[src/sv/smx_pkg.sv]
`timescale 1ns / 1ps

package smx_pkg;

    localparam int STACK_WORDS = 64;
    localparam int MEM_WORDS   = 16;
    localparam int WORD_W      = 32;
    localparam int SKIP_W      = 31;
    localparam int DEPTH_W     = 7;
    localparam int INDEX_W     = 4;
    localparam int SP_W        = $clog2(STACK_WORDS);
    localparam int CNT_W       = $clog2(STACK_WORDS + 1);
    localparam int MA_W        = $clog2(MEM_WORDS);

    // Both queue depths are powers of two so that the pointers wrap naturally.
    localparam int IQ_DEPTH    = 2;
    localparam int IQ_AW       = $clog2(IQ_DEPTH);
    localparam int RQ_DEPTH    = 4;
    localparam int RQ_AW       = $clog2(RQ_DEPTH);

    typedef enum logic [3:0] {
        OP_NOOP  = 4'd0,
        OP_ADD   = 4'd1,
        OP_NOR   = 4'd2,
        OP_IFZ   = 4'd3,
        OP_HALT  = 4'd4,
        OP_LOAD  = 4'd5,
        OP_STORE = 4'd6,
        OP_POP   = 4'd7,
        OP_PUSHI = 4'd8
    } opcode_t;

    typedef enum logic [2:0] {
        RS_DONE      = 3'd0,
        RS_SKIPPED   = 3'd1,
        RS_UNDERFLOW = 3'd2,
        RS_OVERFLOW  = 3'd3,
        RS_BAD_ADDR  = 3'd4,
        RS_IGNORED   = 3'd5
    } status_t;

    typedef struct packed {
        opcode_t             op;
        logic [WORD_W-1:0]   value;
        logic [SKIP_W-1:0]   skip;
    } dec_t;

    typedef struct packed {
        status_t             status;
        logic [WORD_W-1:0]   top;
        logic [DEPTH_W-1:0]  depth;
        logic                is_dump;
        logic [INDEX_W-1:0]  idx;
        logic [WORD_W-1:0]   value;
        logic                last;
    } res_t;

endpackage

[src/sv/smx_front.sv]
`timescale 1ns / 1ps

module smx_front
    import smx_pkg::*;
(
    input  logic                clk,
    input  logic                rst_n,
    input  logic                push,
    output logic                full,
    input  logic [3:0]          operation,
    input  logic [WORD_W-1:0]   parameter_req,
    output logic                deq_valid,
    output dec_t                deq_item,
    input  logic                deq_pop
);

    dec_t               q_reg [IQ_DEPTH];
    logic [IQ_AW-1:0]   wr_ptr_reg;
    logic [IQ_AW-1:0]   wr_ptr_next;
    logic [IQ_AW-1:0]   rd_ptr_reg;
    logic [IQ_AW-1:0]   rd_ptr_next;
    logic [IQ_AW:0]     cnt_reg;
    logic [IQ_AW:0]     cnt_next;
    dec_t               dec;
    logic               do_push;
    logic               do_pop;

    // Unknown operation codes behave as a no-operation.
    always_comb
    begin
        case (operation)
            OP_ADD, OP_NOR, OP_IFZ, OP_HALT, OP_LOAD, OP_STORE, OP_POP, OP_PUSHI:
                dec.op = opcode_t'(operation);
            default:
                dec.op = OP_NOOP;
        endcase
        dec.value = parameter_req;
        dec.skip  = parameter_req[WORD_W-1] ? '0 : parameter_req[SKIP_W-1:0];
    end

    assign full      = (cnt_reg == (IQ_AW+1)'(IQ_DEPTH));
    assign deq_valid = (cnt_reg != '0);
    assign deq_item  = q_reg[rd_ptr_reg];
    assign do_push   = push && !full;
    assign do_pop    = deq_pop && deq_valid;

    always_comb
    begin
        wr_ptr_next = do_push ? wr_ptr_reg + 1'b1 : wr_ptr_reg;
        rd_ptr_next = do_pop ? rd_ptr_reg + 1'b1 : rd_ptr_reg;
        cnt_next    = cnt_reg;
        if (do_push && !do_pop)
        begin
            cnt_next = cnt_reg + 1'b1;
        end
        else if (do_pop && !do_push)
        begin
            cnt_next = cnt_reg - 1'b1;
        end
    end

    always_ff @(posedge clk or negedge rst_n)
    begin
        if (!rst_n)
        begin
            wr_ptr_reg <= '0;
            rd_ptr_reg <= '0;
            cnt_reg    <= '0;
        end
        else
        begin
            wr_ptr_reg <= wr_ptr_next;
            rd_ptr_reg <= rd_ptr_next;
            cnt_reg    <= cnt_next;
        end
    end

    always_ff @(posedge clk)
    begin
        if (do_push)
        begin
            q_reg[wr_ptr_reg] <= dec;
        end
    end

endmodule

[src/sv/smx_resq.sv]
`timescale 1ns / 1ps

module smx_resq
    import smx_pkg::*;
(
    input  logic    clk,
    input  logic    rst_n,
    input  logic    res_push,
    input  res_t    res_item,
    output logic    res_full,
    output logic    empty,
    input  logic    pop,
    output res_t    head
);

    res_t               q_reg [RQ_DEPTH];
    logic [RQ_AW-1:0]   wr_ptr_reg;
    logic [RQ_AW-1:0]   rd_ptr_reg;
    logic [RQ_AW:0]     cnt_reg;
    logic [RQ_AW:0]     cnt_next;
    logic               do_push;
    logic               do_pop;

    assign res_full = (cnt_reg == (RQ_AW+1)'(RQ_DEPTH));
    assign empty    = (cnt_reg == '0);
    assign head     = q_reg[rd_ptr_reg];
    assign do_push  = res_push && !res_full;
    assign do_pop   = pop && !empty;

    always_comb
    begin
        cnt_next = cnt_reg;
        if (do_push && !do_pop)
        begin
            cnt_next = cnt_reg + 1'b1;
        end
        else if (do_pop && !do_push)
        begin
            cnt_next = cnt_reg - 1'b1;
        end
    end

    always_ff @(posedge clk or negedge rst_n)
    begin
        if (!rst_n)
        begin
            wr_ptr_reg <= '0;
            rd_ptr_reg <= '0;
            cnt_reg    <= '0;
        end
        else
        begin
            if (do_push)
            begin
                wr_ptr_reg <= wr_ptr_reg + 1'b1;
            end
            if (do_pop)
            begin
                rd_ptr_reg <= rd_ptr_reg + 1'b1;
            end
            cnt_reg <= cnt_next;
        end
    end

    always_ff @(posedge clk)
    begin
        if (do_push)
        begin
            q_reg[wr_ptr_reg] <= res_item;
        end
    end

endmodule

[src/sv/smx_back.sv]
`timescale 1ns / 1ps

module smx_back
    import smx_pkg::*;
(
    input  logic    clk,
    input  logic    rst_n,
    input  logic    in_valid,
    input  dec_t    in_item,
    output logic    in_pop,
    output logic    res_push,
    output res_t    res_item,
    input  logic    res_full
);

    typedef enum logic [3:0] {
        ST_EXEC = 4'b0001,
        ST_RD1  = 4'b0010,
        ST_RD2  = 4'b0100,
        ST_DUMP = 4'b1000
    } state_t;

    state_t             state_reg;
    state_t             state_next;
    opcode_t            op_reg;
    opcode_t            op_next;
    logic [CNT_W-1:0]   count_reg;
    logic [CNT_W-1:0]   count_next;
    logic [WORD_W-1:0]  tos_reg;
    logic [WORD_W-1:0]  tos_next;
    logic [SKIP_W-1:0]  skip_reg;
    logic [SKIP_W-1:0]  skip_next;
    logic               halted_reg;
    logic               halted_next;
    logic [MA_W-1:0]    dump_idx_reg;
    logic [MA_W-1:0]    dump_idx_next;
    logic [WORD_W-1:0]  dmem_reg [MEM_WORDS];
    logic [WORD_W-1:0]  stk_mem [STACK_WORDS];
    logic [WORD_W-1:0]  rdata_reg;

    logic               stk_we;
    logic [SP_W-1:0]    stk_waddr;
    logic [WORD_W-1:0]  stk_wdata;
    logic               stk_re;
    logic [SP_W-1:0]    stk_raddr;
    logic               dmem_we;
    logic [MA_W-1:0]    dmem_waddr;
    logic [WORD_W-1:0]  dmem_wdata;
    logic [MA_W-1:0]    dmem_raddr;
    logic [WORD_W-1:0]  dmem_rdata;
    logic               tos_bad;

    // The top of the stack lives in tos_reg; the memory holds the words below it.
    assign dmem_raddr = (state_reg == ST_DUMP) ? dump_idx_reg : tos_reg[MA_W-1:0];
    assign dmem_rdata = dmem_reg[dmem_raddr];
    assign tos_bad    = (tos_reg >= WORD_W'(MEM_WORDS));

    always_comb
    begin
        state_next    = state_reg;
        op_next       = op_reg;
        count_next    = count_reg;
        tos_next      = tos_reg;
        skip_next     = skip_reg;
        halted_next   = halted_reg;
        dump_idx_next = dump_idx_reg;
        in_pop        = 1'b0;
        res_push      = 1'b0;
        stk_we        = 1'b0;
        stk_waddr     = SP_W'(count_reg - CNT_W'(1));
        stk_wdata     = tos_reg;
        stk_re        = 1'b0;
        stk_raddr     = SP_W'(count_reg - CNT_W'(2));
        dmem_we       = 1'b0;
        dmem_waddr    = tos_reg[MA_W-1:0];
        dmem_wdata    = rdata_reg;
        res_item      = '0;
        res_item.status = RS_DONE;
        res_item.last   = 1'b1;

        case (state_reg)
            ST_EXEC:
            begin
                if (in_valid && !res_full)
                begin
                    in_pop = 1'b1;
                    if (halted_reg)
                    begin
                        res_push        = 1'b1;
                        res_item.status = RS_IGNORED;
                    end
                    else if (skip_reg != '0)
                    begin
                        res_push        = 1'b1;
                        res_item.status = RS_SKIPPED;
                        skip_next       = skip_reg - 1'b1;
                    end
                    else
                    begin
                        case (in_item.op)
                            OP_ADD, OP_NOR, OP_STORE:
                            begin
                                if (count_reg < CNT_W'(2))
                                begin
                                    res_push        = 1'b1;
                                    res_item.status = RS_UNDERFLOW;
                                end
                                else if (in_item.op == OP_STORE && tos_bad)
                                begin
                                    res_push        = 1'b1;
                                    res_item.status = RS_BAD_ADDR;
                                end
                                else
                                begin
                                    stk_re     = 1'b1;
                                    op_next    = in_item.op;
                                    state_next = ST_RD1;
                                end
                            end
                            OP_IFZ, OP_POP:
                            begin
                                if (count_reg == '0)
                                begin
                                    res_push        = 1'b1;
                                    res_item.status = RS_UNDERFLOW;
                                end
                                else
                                begin
                                    if (in_item.op == OP_IFZ && tos_reg == '0)
                                    begin
                                        skip_next = in_item.skip;
                                    end
                                    stk_re     = 1'b1;
                                    op_next    = in_item.op;
                                    state_next = ST_RD1;
                                end
                            end
                            OP_LOAD:
                            begin
                                res_push = 1'b1;
                                if (count_reg == '0)
                                begin
                                    res_item.status = RS_UNDERFLOW;
                                end
                                else if (tos_bad)
                                begin
                                    res_item.status = RS_BAD_ADDR;
                                end
                                else
                                begin
                                    tos_next = dmem_rdata;
                                end
                            end
                            OP_PUSHI:
                            begin
                                res_push = 1'b1;
                                if (count_reg == CNT_W'(STACK_WORDS))
                                begin
                                    res_item.status = RS_OVERFLOW;
                                end
                                else
                                begin
                                    stk_we     = (count_reg != '0);
                                    tos_next   = in_item.value;
                                    count_next = count_reg + 1'b1;
                                end
                            end
                            OP_HALT:
                            begin
                                dump_idx_next = '0;
                                state_next    = ST_DUMP;
                            end
                            default:
                            begin
                                res_push = 1'b1;
                            end
                        endcase
                    end
                end
            end
            ST_RD1:
            begin
                case (op_reg)
                    OP_STORE:
                    begin
                        dmem_we    = 1'b1;
                        stk_re     = 1'b1;
                        stk_raddr  = SP_W'(count_reg - CNT_W'(3));
                        state_next = ST_RD2;
                    end
                    OP_ADD, OP_NOR:
                    begin
                        if (!res_full)
                        begin
                            res_push   = 1'b1;
                            tos_next   = (op_reg == OP_ADD) ? tos_reg + rdata_reg
                                                            : ~(tos_reg | rdata_reg);
                            count_next = count_reg - 1'b1;
                            state_next = ST_EXEC;
                        end
                    end
                    default:
                    begin
                        if (!res_full)
                        begin
                            res_push   = 1'b1;
                            tos_next   = rdata_reg;
                            count_next = count_reg - 1'b1;
                            state_next = ST_EXEC;
                        end
                    end
                endcase
            end
            ST_RD2:
            begin
                if (!res_full)
                begin
                    res_push   = 1'b1;
                    tos_next   = rdata_reg;
                    count_next = count_reg - CNT_W'(2);
                    state_next = ST_EXEC;
                end
            end
            ST_DUMP:
            begin
                if (!res_full)
                begin
                    res_push         = 1'b1;
                    res_item.is_dump = 1'b1;
                    res_item.idx     = INDEX_W'(dump_idx_reg);
                    res_item.value   = dmem_rdata;
                    res_item.last    = (dump_idx_reg == MA_W'(MEM_WORDS - 1));
                    if (res_item.last)
                    begin
                        halted_next = 1'b1;
                        state_next  = ST_EXEC;
                    end
                    else
                    begin
                        dump_idx_next = dump_idx_reg + 1'b1;
                    end
                end
            end
            default:
            begin
                state_next = ST_EXEC;
            end
        endcase

        res_item.depth = DEPTH_W'(count_next);
        res_item.top   = (count_next == '0) ? '0 : tos_next;
    end

    always_ff @(posedge clk or negedge rst_n)
    begin
        if (!rst_n)
        begin
            state_reg    <= ST_EXEC;
            op_reg       <= OP_NOOP;
            count_reg    <= '0;
            skip_reg     <= '0;
            halted_reg   <= 1'b0;
            dump_idx_reg <= '0;
            for (int i = 0; i < MEM_WORDS; i++)
            begin
                dmem_reg[i] <= '0;
            end
        end
        else
        begin
            state_reg    <= state_next;
            op_reg       <= op_next;
            count_reg    <= count_next;
            skip_reg     <= skip_next;
            halted_reg   <= halted_next;
            dump_idx_reg <= dump_idx_next;
            if (dmem_we)
            begin
                dmem_reg[dmem_waddr] <= dmem_wdata;
            end
        end
    end

    always_ff @(posedge clk)
    begin
        tos_reg <= tos_next;
        if (stk_we)
        begin
            stk_mem[stk_waddr] <= stk_wdata;
        end
        if (stk_re)
        begin
            rdata_reg <= stk_mem[stk_raddr];
        end
    end

    a_count_range: assert property (@(posedge clk) disable iff (!rst_n)
        count_reg <= CNT_W'(STACK_WORDS))
        else $error("stack count beyond capacity");

    a_halt_sticky: assert property (@(posedge clk) disable iff (!rst_n)
        halted_reg |=> halted_reg)
        else $error("halted flag cleared");

    a_push_room: assert property (@(posedge clk) disable iff (!rst_n)
        res_push |-> !res_full)
        else $error("result pushed into a full queue");

    a_pop_exec: assert property (@(posedge clk) disable iff (!rst_n)
        in_pop |-> (state_reg == ST_EXEC && in_valid))
        else $error("request taken outside the execute state");

    a_dump_step: assert property (@(posedge clk) disable iff (!rst_n)
        (state_reg == ST_DUMP && res_push && !res_item.last)
            |=> (state_reg == ST_DUMP && dump_idx_reg == $past(dump_idx_reg) + 1'b1))
        else $error("dump index did not advance");

endmodule

[src/sv/stack_machine_executor.sv]
`timescale 1ns / 1ps
// NOOP, PUSHI, LOAD and faults finish in ST_EXEC; ADD, NOR, IFZ and POP go through ST_RD1,
// STORE through ST_RD1 and ST_RD2, and a halt dumps the data memory word by word in ST_DUMP.
// Requests are taken one a cycle for NOOP, PUSHI, LOAD and faults while the result queue has
// room; no new request leaves the request queue until ST_RD1, ST_RD2 or ST_DUMP is left.
// Reset clears the stack count, skip counter, halted flag, data memory and both queues.

module stack_machine_executor
    import smx_pkg::*;
(
    input  logic                clk,
    input  logic                rst_n,
    input  logic                push,
    output logic                full,
    input  logic [3:0]          operation,
    input  logic signed [31:0]  parameter_req,
    output logic                empty,
    input  logic                pop,
    output logic [2:0]          status,
    output logic signed [31:0]  top_value,
    output logic [6:0]          stack_depth,
    output logic                is_dump,
    output logic [3:0]          dump_index,
    output logic signed [31:0]  dump_value,
    output logic                last
);

    logic   deq_valid;
    dec_t   deq_item;
    logic   deq_pop;
    logic   res_push;
    res_t   res_item;
    logic   res_full;
    res_t   head;

    smx_front u_front (
        .clk           (clk),
        .rst_n         (rst_n),
        .push          (push),
        .full          (full),
        .operation     (operation),
        .parameter_req (parameter_req),
        .deq_valid     (deq_valid),
        .deq_item      (deq_item),
        .deq_pop       (deq_pop)
    );

    smx_back u_back (
        .clk      (clk),
        .rst_n    (rst_n),
        .in_valid (deq_valid),
        .in_item  (deq_item),
        .in_pop   (deq_pop),
        .res_push (res_push),
        .res_item (res_item),
        .res_full (res_full)
    );

    smx_resq u_resq (
        .clk      (clk),
        .rst_n    (rst_n),
        .res_push (res_push),
        .res_item (res_item),
        .res_full (res_full),
        .empty    (empty),
        .pop      (pop),
        .head     (head)
    );

    assign status      = head.status;
    assign top_value   = head.top;
    assign stack_depth = head.depth;
    assign is_dump     = head.is_dump;
    assign dump_index  = head.idx;
    assign dump_value  = head.value;
    assign last        = head.last;

endmodule
[config.mk]
export PLATFORM = sky130hd
export DESIGN_NAME = stack_machine_executor
export DESIGN_NICKNAME = d
export VERILOG_FILES = /design/src/sv/smx_pkg.sv /design/src/sv/smx_front.sv /design/src/sv/smx_resq.sv /design/src/sv/smx_back.sv /design/src/sv/stack_machine_executor.sv
export SDC_FILE = /design/constraint.sdc
export NUM_CORES = 2
export LEC_CHECK = 0
export BUFFER_PORTS_ARGS = -buffer_cell sky130_fd_sc_hd__buf_2
export CELL_PAD_IN_SITES_DETAIL_PLACEMENT = 0
export CELL_PAD_IN_SITES_GLOBAL_PLACEMENT = 2
export CORE_MARGIN = 2
export CORE_UTILIZATION = 47
export DETAILED_ROUTE_END_ITERATION = 10
export GPL_TIMING_DRIVEN = 0
export PLACE_DENSITY_LB_ADDON = 0.1
export SLEW_MARGIN = 20
export SYNTH_ARGS = -nofsm -noshare
export SYNTH_HDL_FRONTEND = slang
export SYNTH_HIERARCHICAL = 1
export SYNTH_SLANG_ARGS = --single-unit
[constraint.sdc]
create_clock -name clk -period 6.8 [get_ports clk]
set_input_delay 0.68 -clock clk [delete_from_list [all_inputs] [get_ports clk]]
set_output_delay 0.68 -clock clk [all_outputs]
set_load 0.01 [all_outputs]
Word level (Yosys, flattened, before mapping):

Memories as Yosys holds them, arrays and structs flattened. A register that Yosys moved wholly into a read port is not among the register bits.
Index checks and enable logic that the tools add are counted.

* bits in registers: 606
* memory bits (writable): 2502
* input port bits: 40
* output and inout port bits: 82
* word-level logic and storage cells: 254
* memories: 3

* $add $sub $neg: 15
* $lt $le $gt $ge: 5
* equal/unequal tests: 42
* muxes and demuxes: 111
* bitwise gates (word level): 7
* reduce and logical (&&, ||, !) cells: 42

Memory list
* u_back.stk_mem: words 64, width 32, rd ports 1, clocked after memory_dff 1, write ports 1, RTL line smx_back.sv:38 `logic [WORD_W-1:0] stk_mem [STACK_WORDS];`
* u_resq.q_reg: words 4, width 80, rd ports 1, clocked after memory_dff 0, write ports 1, RTL line smx_resq.sv:16 `res_t q_reg [RQ_DEPTH];`
* u_front.q_reg: words 2, width 67, rd ports 1, clocked after memory_dff 0, write ports 1, RTL line smx_front.sv:17 `dec_t q_reg [IQ_DEPTH];`

Operator list (number)
* 512-bit bitwise mux: 1
* 32-bit two-way mux: 13
* 31-bit two-way mux: 5
* 32-bit binary-select mux with 4-bit select: 1
* 32-bit demux with 4-bit select: 1
* 32-bit case mux with 2 select lines: 2
* 32-bit case mux with 3 select lines: 1
* 4-bit two-way mux: 21
* 38-bit two-way mux: 2
* 7-bit two-way mux: 8
* 4-bit by 3-bit equality test with 1-bit output (second input constant): 10
* 32-bit adder: 1
* 32-bit by 5-bit >= comparator with 1-bit output (second input constant): 1
* 32-bit logical NOT: 1
* 32-bit NOT: 1
* 32-bit bitwise OR: 1
* 31-bit nonzero test: 1
* 31-bit by 1-bit subtractor with 31-bit output (second input constant): 1
* 1-bit two-way mux: 30
* 3-bit two-way mux: 10
* 4-bit by 2-bit equality test with 1-bit output (second input constant): 6
* 7-bit case mux with 3 select lines: 1
* 2-bit != test (second input constant): 9
* 4-bit by 1-bit equality test with 1-bit output (second input constant): 4
* other kinds (44): 90

Depth between registers and ports, before layout:

An unclocked memory read counts as a cell.

* depth after elaboration: 15
* depth in mapped cells: 21
* depth with buffers taken out: 17

Hierarchy:

Netlist, hierarchy kept.

By module, submodules not included
* smx_back: instances 1, cells each 9946, area an instance 133365.4 µm², sequential area each 77190.3 µm²
* smx_resq: instances 1, cells each 454, area an instance 12049.1 µm², sequential area each 9784.4 µm²
* smx_front: instances 1, cells each 266, area an instance 5356.4 µm², sequential area each 4124.0 µm²

Worst setup path before layout:

OpenSTA, ideal clock, no wires.

* path kind: register -> register
* from: reg u_back.count_reg[1]
* to: mem u_resq/q_reg[0][0] (netlist bit), enable pin
* setup time: 0.447 ns
* arrival time: 5.653 ns
* required time: 6.353 ns
* slack: 0.700 ns
* stages on the path, launching flop included: 17
* buffers on the path: 4
* clock period less this slack: 6.100 ns
* path through: dfrtp_1 > clkbuf_1 > inv_1 > clkbuf_1 > buf_1 > ha_1 > nor3b_1 > and3_1 > mux2i_1 > nor2_1 > a31oi_1 > o2111a_1 > nor2_1 > o31a_1 > nor2b_1 > buf_6 > and2_1

* longest elaborated chain between the ends: 10
* elaborated cells on any way between the ends: 12
* classes of those cells: order compare (1); mux (9); reduce/logical (2)

Ends and longest elaborated chain
* start, declared: RTL line smx_back.sv:27 `logic [CNT_W-1:0] count_reg;`
* start signal, assigned: RTL line smx_back.sv:273 `count_reg <= count_next;`
* 7-bit by 2-bit < comparator with 1-bit output or 7-bit logical NOT (tied branches): RTL line smx_back.sv:103, smx_back.sv:122
* 1-bit two-way mux (on tied branches): RTL line smx_back.sv:103, smx_back.sv:122
* 1-bit case mux with 3 select lines (*): RTL line smx_back.sv:100 `case (in_item.op)`
* 1-bit two-way mux (*): RTL line smx_back.sv:92 `else if (skip_reg != '0)`
* 1-bit two-way mux (*): RTL line smx_back.sv:87 `if (halted_reg)`
* 1-bit two-way mux (*): RTL line smx_back.sv:84 `if (in_valid && !res_full)`
* 1-bit case mux with 3 select lines (*): RTL line smx_back.sv:81 `case (state_reg)`
* named net res_push: RTL line stack_machine_executor.sv:31 `logic res_push;`
* 1-bit logical AND (*): RTL line smx_resq.sv:27 `assign do_push = res_push && !res_full;`
* named net u_resq.do_push: RTL line smx_resq.sv:21 `logic do_push;`
* 1-bit two-way mux (*): RTL line smx_resq.sv:67 `if (do_push)`
* 1-bit two-way mux (not written as such) (*): RTL line smx_resq.sv:69 `q_reg[wr_ptr_reg] <= res_item;`
* end, declared: RTL line smx_resq.sv:16

The timed path passes the listed nets; every way through them passes the cells marked *.

Final worst setup path:

* from: reg u_back.count_reg[1]
* to: reg u_back.rdata_reg[22] (netlist: u_back/dmem_wdata[22]), read port of u_back.stk_mem, data pin

* longest elaborated chain between the ends: 7
* elaborated cells on any way between the ends: 13
* classes of those cells: add/sub (2); order compare (1); mux (9); reduce/logical (1)

Ends and longest elaborated chain
* 7-bit by 2-bit < comparator with 1-bit output or 7-bit logical NOT (tied branches): RTL line smx_back.sv:103, smx_back.sv:122
* 1-bit two-way mux (on tied branches): RTL line smx_back.sv:103, smx_back.sv:122
* 1-bit case mux with 2 select lines: RTL line smx_back.sv:100
* 1-bit two-way mux: RTL line smx_back.sv:92
* 1-bit two-way mux: RTL line smx_back.sv:87
* 1-bit two-way mux: RTL line smx_back.sv:84
* 1-bit case mux with 2 select lines: RTL line smx_back.sv:81
* end, declared: RTL line smx_back.sv:39 `logic [WORD_W-1:0] rdata_reg;`

Several ways; a longest one is shown, not always the timed one.
A chain may end at the register's enable or synchronous reset.

==> Flow_metrics.wiki <==
{| class="wikitable"
! Metric !! Value
|-
| Die outline height || 570.4 um
|-
| Buffers on Ports || 121
|-
| Cell Area, Synth || 150,800 um^2
|-
| Effective utilization at floorplan || 47.33%
|-
| Net count after synthesis || 10,790
|-
| Final Instance Area || 174,200 um^2
|-
| # clock sinks || 3,140
|-
| Die outline width || 570.4 um
|-
| First-pass DRT Iterations || 6
|-
| Core Rows || 207
|-
| Drc violations || 0
|-
| Area Overhead vs Synth || 15.51%
|-
| Slew at the pin with the worst max-slew slack || 1.365 ns
|-
| Area of the die || 325,300 um^2
|-
| Worst endpoint data arrival time || 7.92 ns
|-
| Global Route Usage Sum || 39.86%
|-
| Clock network latency to the later pin of the worst-skew pair || 0.98 ns
|-
| Critical Path End Type || register
|-
| Max Transition Viols Final || 0
|-
| Final hold violation count || 0
|-
| Number of max-capacitance violations reported || 0
|-
| First-pass GRT wire length || 882,300 um
|-
| Final design utilization || 54.67%
|-
| Routed wire length || 658,800 um
|-
| Min cycle time layout || 7.275 ns
|-
| Nature of the critical path startpoint || register
|-
| Clock transition time at the flip-flop clock pins of the worst setup and hold paths || 0.06 ns
|-
| Via count of the routed design || 106,700
|-
| CTS tree || done
|-
| Area after detailed placement || 162,300 um^2
|-
| Initial antenna violation count || 68
|-
| Synth async-reset ratio || 18.28%
|-
| P_leak || 0.06088 uW
|-
| Detailed router's first-iteration violation count || 14,090
|-
| Number of buffers created by CTS || 347
|-
| Clock tree buffer depth || 4
|-
| Core Box Area || 318,600 um^2
|-
| Total number of yosys warnings || 6
|-
| H-tree depth reported by CTS || 5
|-
| Final GP Congestion || 1.019
|-
| Normalized max-slew margin || 8.998%
|-
| Data required time at the worst endpoint || 7.44 ns
|-
| Dominant synthesized flop cell || edfxtp_1
|-
| Path class of the lowest-slack min-delay path || primary input to register
|-
| Tot Pwr || 83,420 uW
|-
| Via/cell ratio || 6.722
|-
| Number of enable-type register cells in the synthesized netlist || 2,534
|-
| Fraction of final layout cells sized beyond drive strength 1 || 19.55%
|-
| Final WS setup || -0.4748 ns
|-
| Clock tree root buffer cell || clkbuf_16
|-
| Maximum number of pins on one net before global-route repair || 101
|-
| Average detailed-routed wire length per instance || 41.50 um
|-
| Type of the worst setup path || register to register
|-
| Avg Cell Area, Syn || 14.14 um^2
|-
| Final Cycle Share || 107.0%
|-
| Number of library cell types mapped by synthesis || 110
|-
| Post-detailed-route count of antenna-violating nets || 0
|-
| Run status || finished, violations left
|-
| Number of instances in the synthesized netlist || 10,670
|-
| Number of synthesized register bits || 3,140
|-
| Setup clock skew after layout || 0.06700 ns
|-
| Highest fanout seen on the critical path || 12
|-
| Setup repair after global routing missed its margin || true
|-
| I/O pin count || 122
|-
| Violated checks || setup timing
|-
| Half-perimeter wire length after detailed placement || 495,200 um
|-
| Number of flip-flops in the largest register || 2,048
|-
| Power density relative to cell area || 479.0 nW/um^2
|-
| Maximum clock frequency || 137.5 MHz
|-
| IR drop worst, VDD || 372.5 uV
|-
| Number of setup violations in the final report || 151
|-
| Via count of the first global-routing pass || 105,000
|-
| Portion of the post-synthesis area used by sequential elements || 60.42%
|-
| Nets@finish || 11,490
|-
| Total overflow reported by the global router || 0
|}
==> worst paths after layout <==
path                                               to  slack (ns)  cells after the start                 start
worst min register to register   u_back/dmem_reg[482]        0.48                      2  u_back/dmem_reg[482]
worst max register to register  u_back/dmem_wdata[22]       -0.47                     14   u_back/count_reg[1]
worst max-delay path            u_back/dmem_wdata[22]       -0.47                     14   u_back/count_reg[1]
max in group asynchronous          u_back/skip_reg[6]        4.31                      6                 rst_n
min in group asynchronous        u_back/dmem_reg[263]        0.24                      2                 rst_n
worst min-delay path             u_front/q_reg[0][66]        0.05                      2          operation[2]
==> cells by family (layout without fill, tap and decap cells) <==
| group | after synthesis | count (layout) | synth area share, % |
|---|---|---|---|
| xor gates and xnor gates | 39 | 39 | 0.2266 |
| AOI/OAI and AO/OA | 1891 | 1891 | 8.717 |
| buffers and inverters | 950 | 1936 | 2.641 |
| muxes | 2439 | 2439 | 20.46 |
| other | 0 | 42 | 0 |
| and+or+nand+nor | 2128 | 2128 | 6.870 |
| adders and majority gates | 79 | 79 | 0.6656 |
| DFF | 3140 | 3140 | 60.42 |
==> layer usage <==
layer	GRT usage [%]	up-vias	share of wire, %
li1	-	43380	-
met1	48.41	55470	36
met2	62.11	6171	45
met3	8.212	1661	8.9
met4	31.76	18	9.5
met5	0	-	0.023
==> cell usage after synthesis, drive strengths merged, types with 67 or more instances <==
cell type | number | area [um^2]
a21oi | 357 | 1787
dfrtp | 573 | 14340
edfxtp | 2534 | 76090
and3 | 67 | 419.2
clkbuf | 617 | 2317
inv | 99 | 371.6
mux4 | 462 | 10400
nor2 | 217 | 817.0
and2 | 81 | 541.8
nand3 | 202 | 1011
nor3 | 157 | 790.8
mux2i | 1523 | 15250
nand2 | 883 | 3314
o21ai | 357 | 1787
a211oi | 394 | 2958
mux2 | 454 | 5191
a2111oi | 101 | 890.9
nor2b | 338 | 2115
ha | 77 | 963.4
buf | 233 | 1289
==> power breakdown <==
part,switching (uW),internal [uW]
combinational,27600,11600
clock,8040,10900
sequential,1400,23800
total,37100,46400
==> critical path, stage by stage (launching register included) <==
cell and delay [ns]:
dfrtp_1 0.41, clkbuf_2 0.61, clkinvlp_4 0.36, buf_4 0.34, ha_1 0.34, nor2b_1 0.18, a2bb2oi_1 0.17, nor3_2 0.73
clkbuf_2 0.66, clkbuf_1 0.85, buf_1 0.88, a211oi_1 0.10, nor3_1 0.72, o31ai_1 0.17, a311o_1 0.43
==> layout by cell type (no fill, tap or decap), types with 59 or more instances in the layout <==
cell,instances
edfxtp_1,2534
mux2i_1,1520
nand2_1,883
clkbuf_1,579
dfrtp_1,573
mux4_2,462
mux2_2,432
a211oi_1,365
a21oi_1,354
clkbuf_16,351
o21ai_0,346
nor2b_1,338
buf_2,270
nand3_1,198
nor3_1,151
nor2_1,149
clkbuf_2,104
a2111oi_0,100
inv_1,98
buf_16,96
ha_1,77
buf_12,70
nor2_4,67
clkinv_2,64
a311oi_1,63
and3_1,61
clkinv_1,59
o22ai_1,59
==> cell type report <==
type | instances | area [um^2]
clock inverters | 194 | 2021
multi-input cells | 6576 | 56770
flip-flops and latches | 3140 | 91220
well taps | 4180 | 5230
fillers | 26130 | 144400
repair buffers | 361 | 5376
plain buffers | 846 | 3805
clock buffers | 435 | 9249
inverters | 100 | 379.1
diodes | 42 | 105.1
==> timing repair <==
action	CTS	global route
gates resized for setup	44	12
pin swaps	0	1
setup endpoints to repair	2568	204
endpoints found under the hold margin	112	0
setup buffers	1	3
hold buffers	33	0
==> stage by stage <==
stage / setup slack (ns) / std cells / setup TNS, ns / hold slack (ns)
floorplan: 0.7000 / 10670 / 0 / 0.3844
finish: -0.4748 / 15870 / -8.371 / 0.05486
detailed placement: -1.897 / 15170 / -2950.04 / 0.4667
global route: -0.005167 / 15850 / -0.005167 / 0.04914
global placement: -7.328 / 14970 / - / 0.4568
CTS: 0.01929 / 15830 / 0 / 0.01557
(Power assumes the default switching activity.)
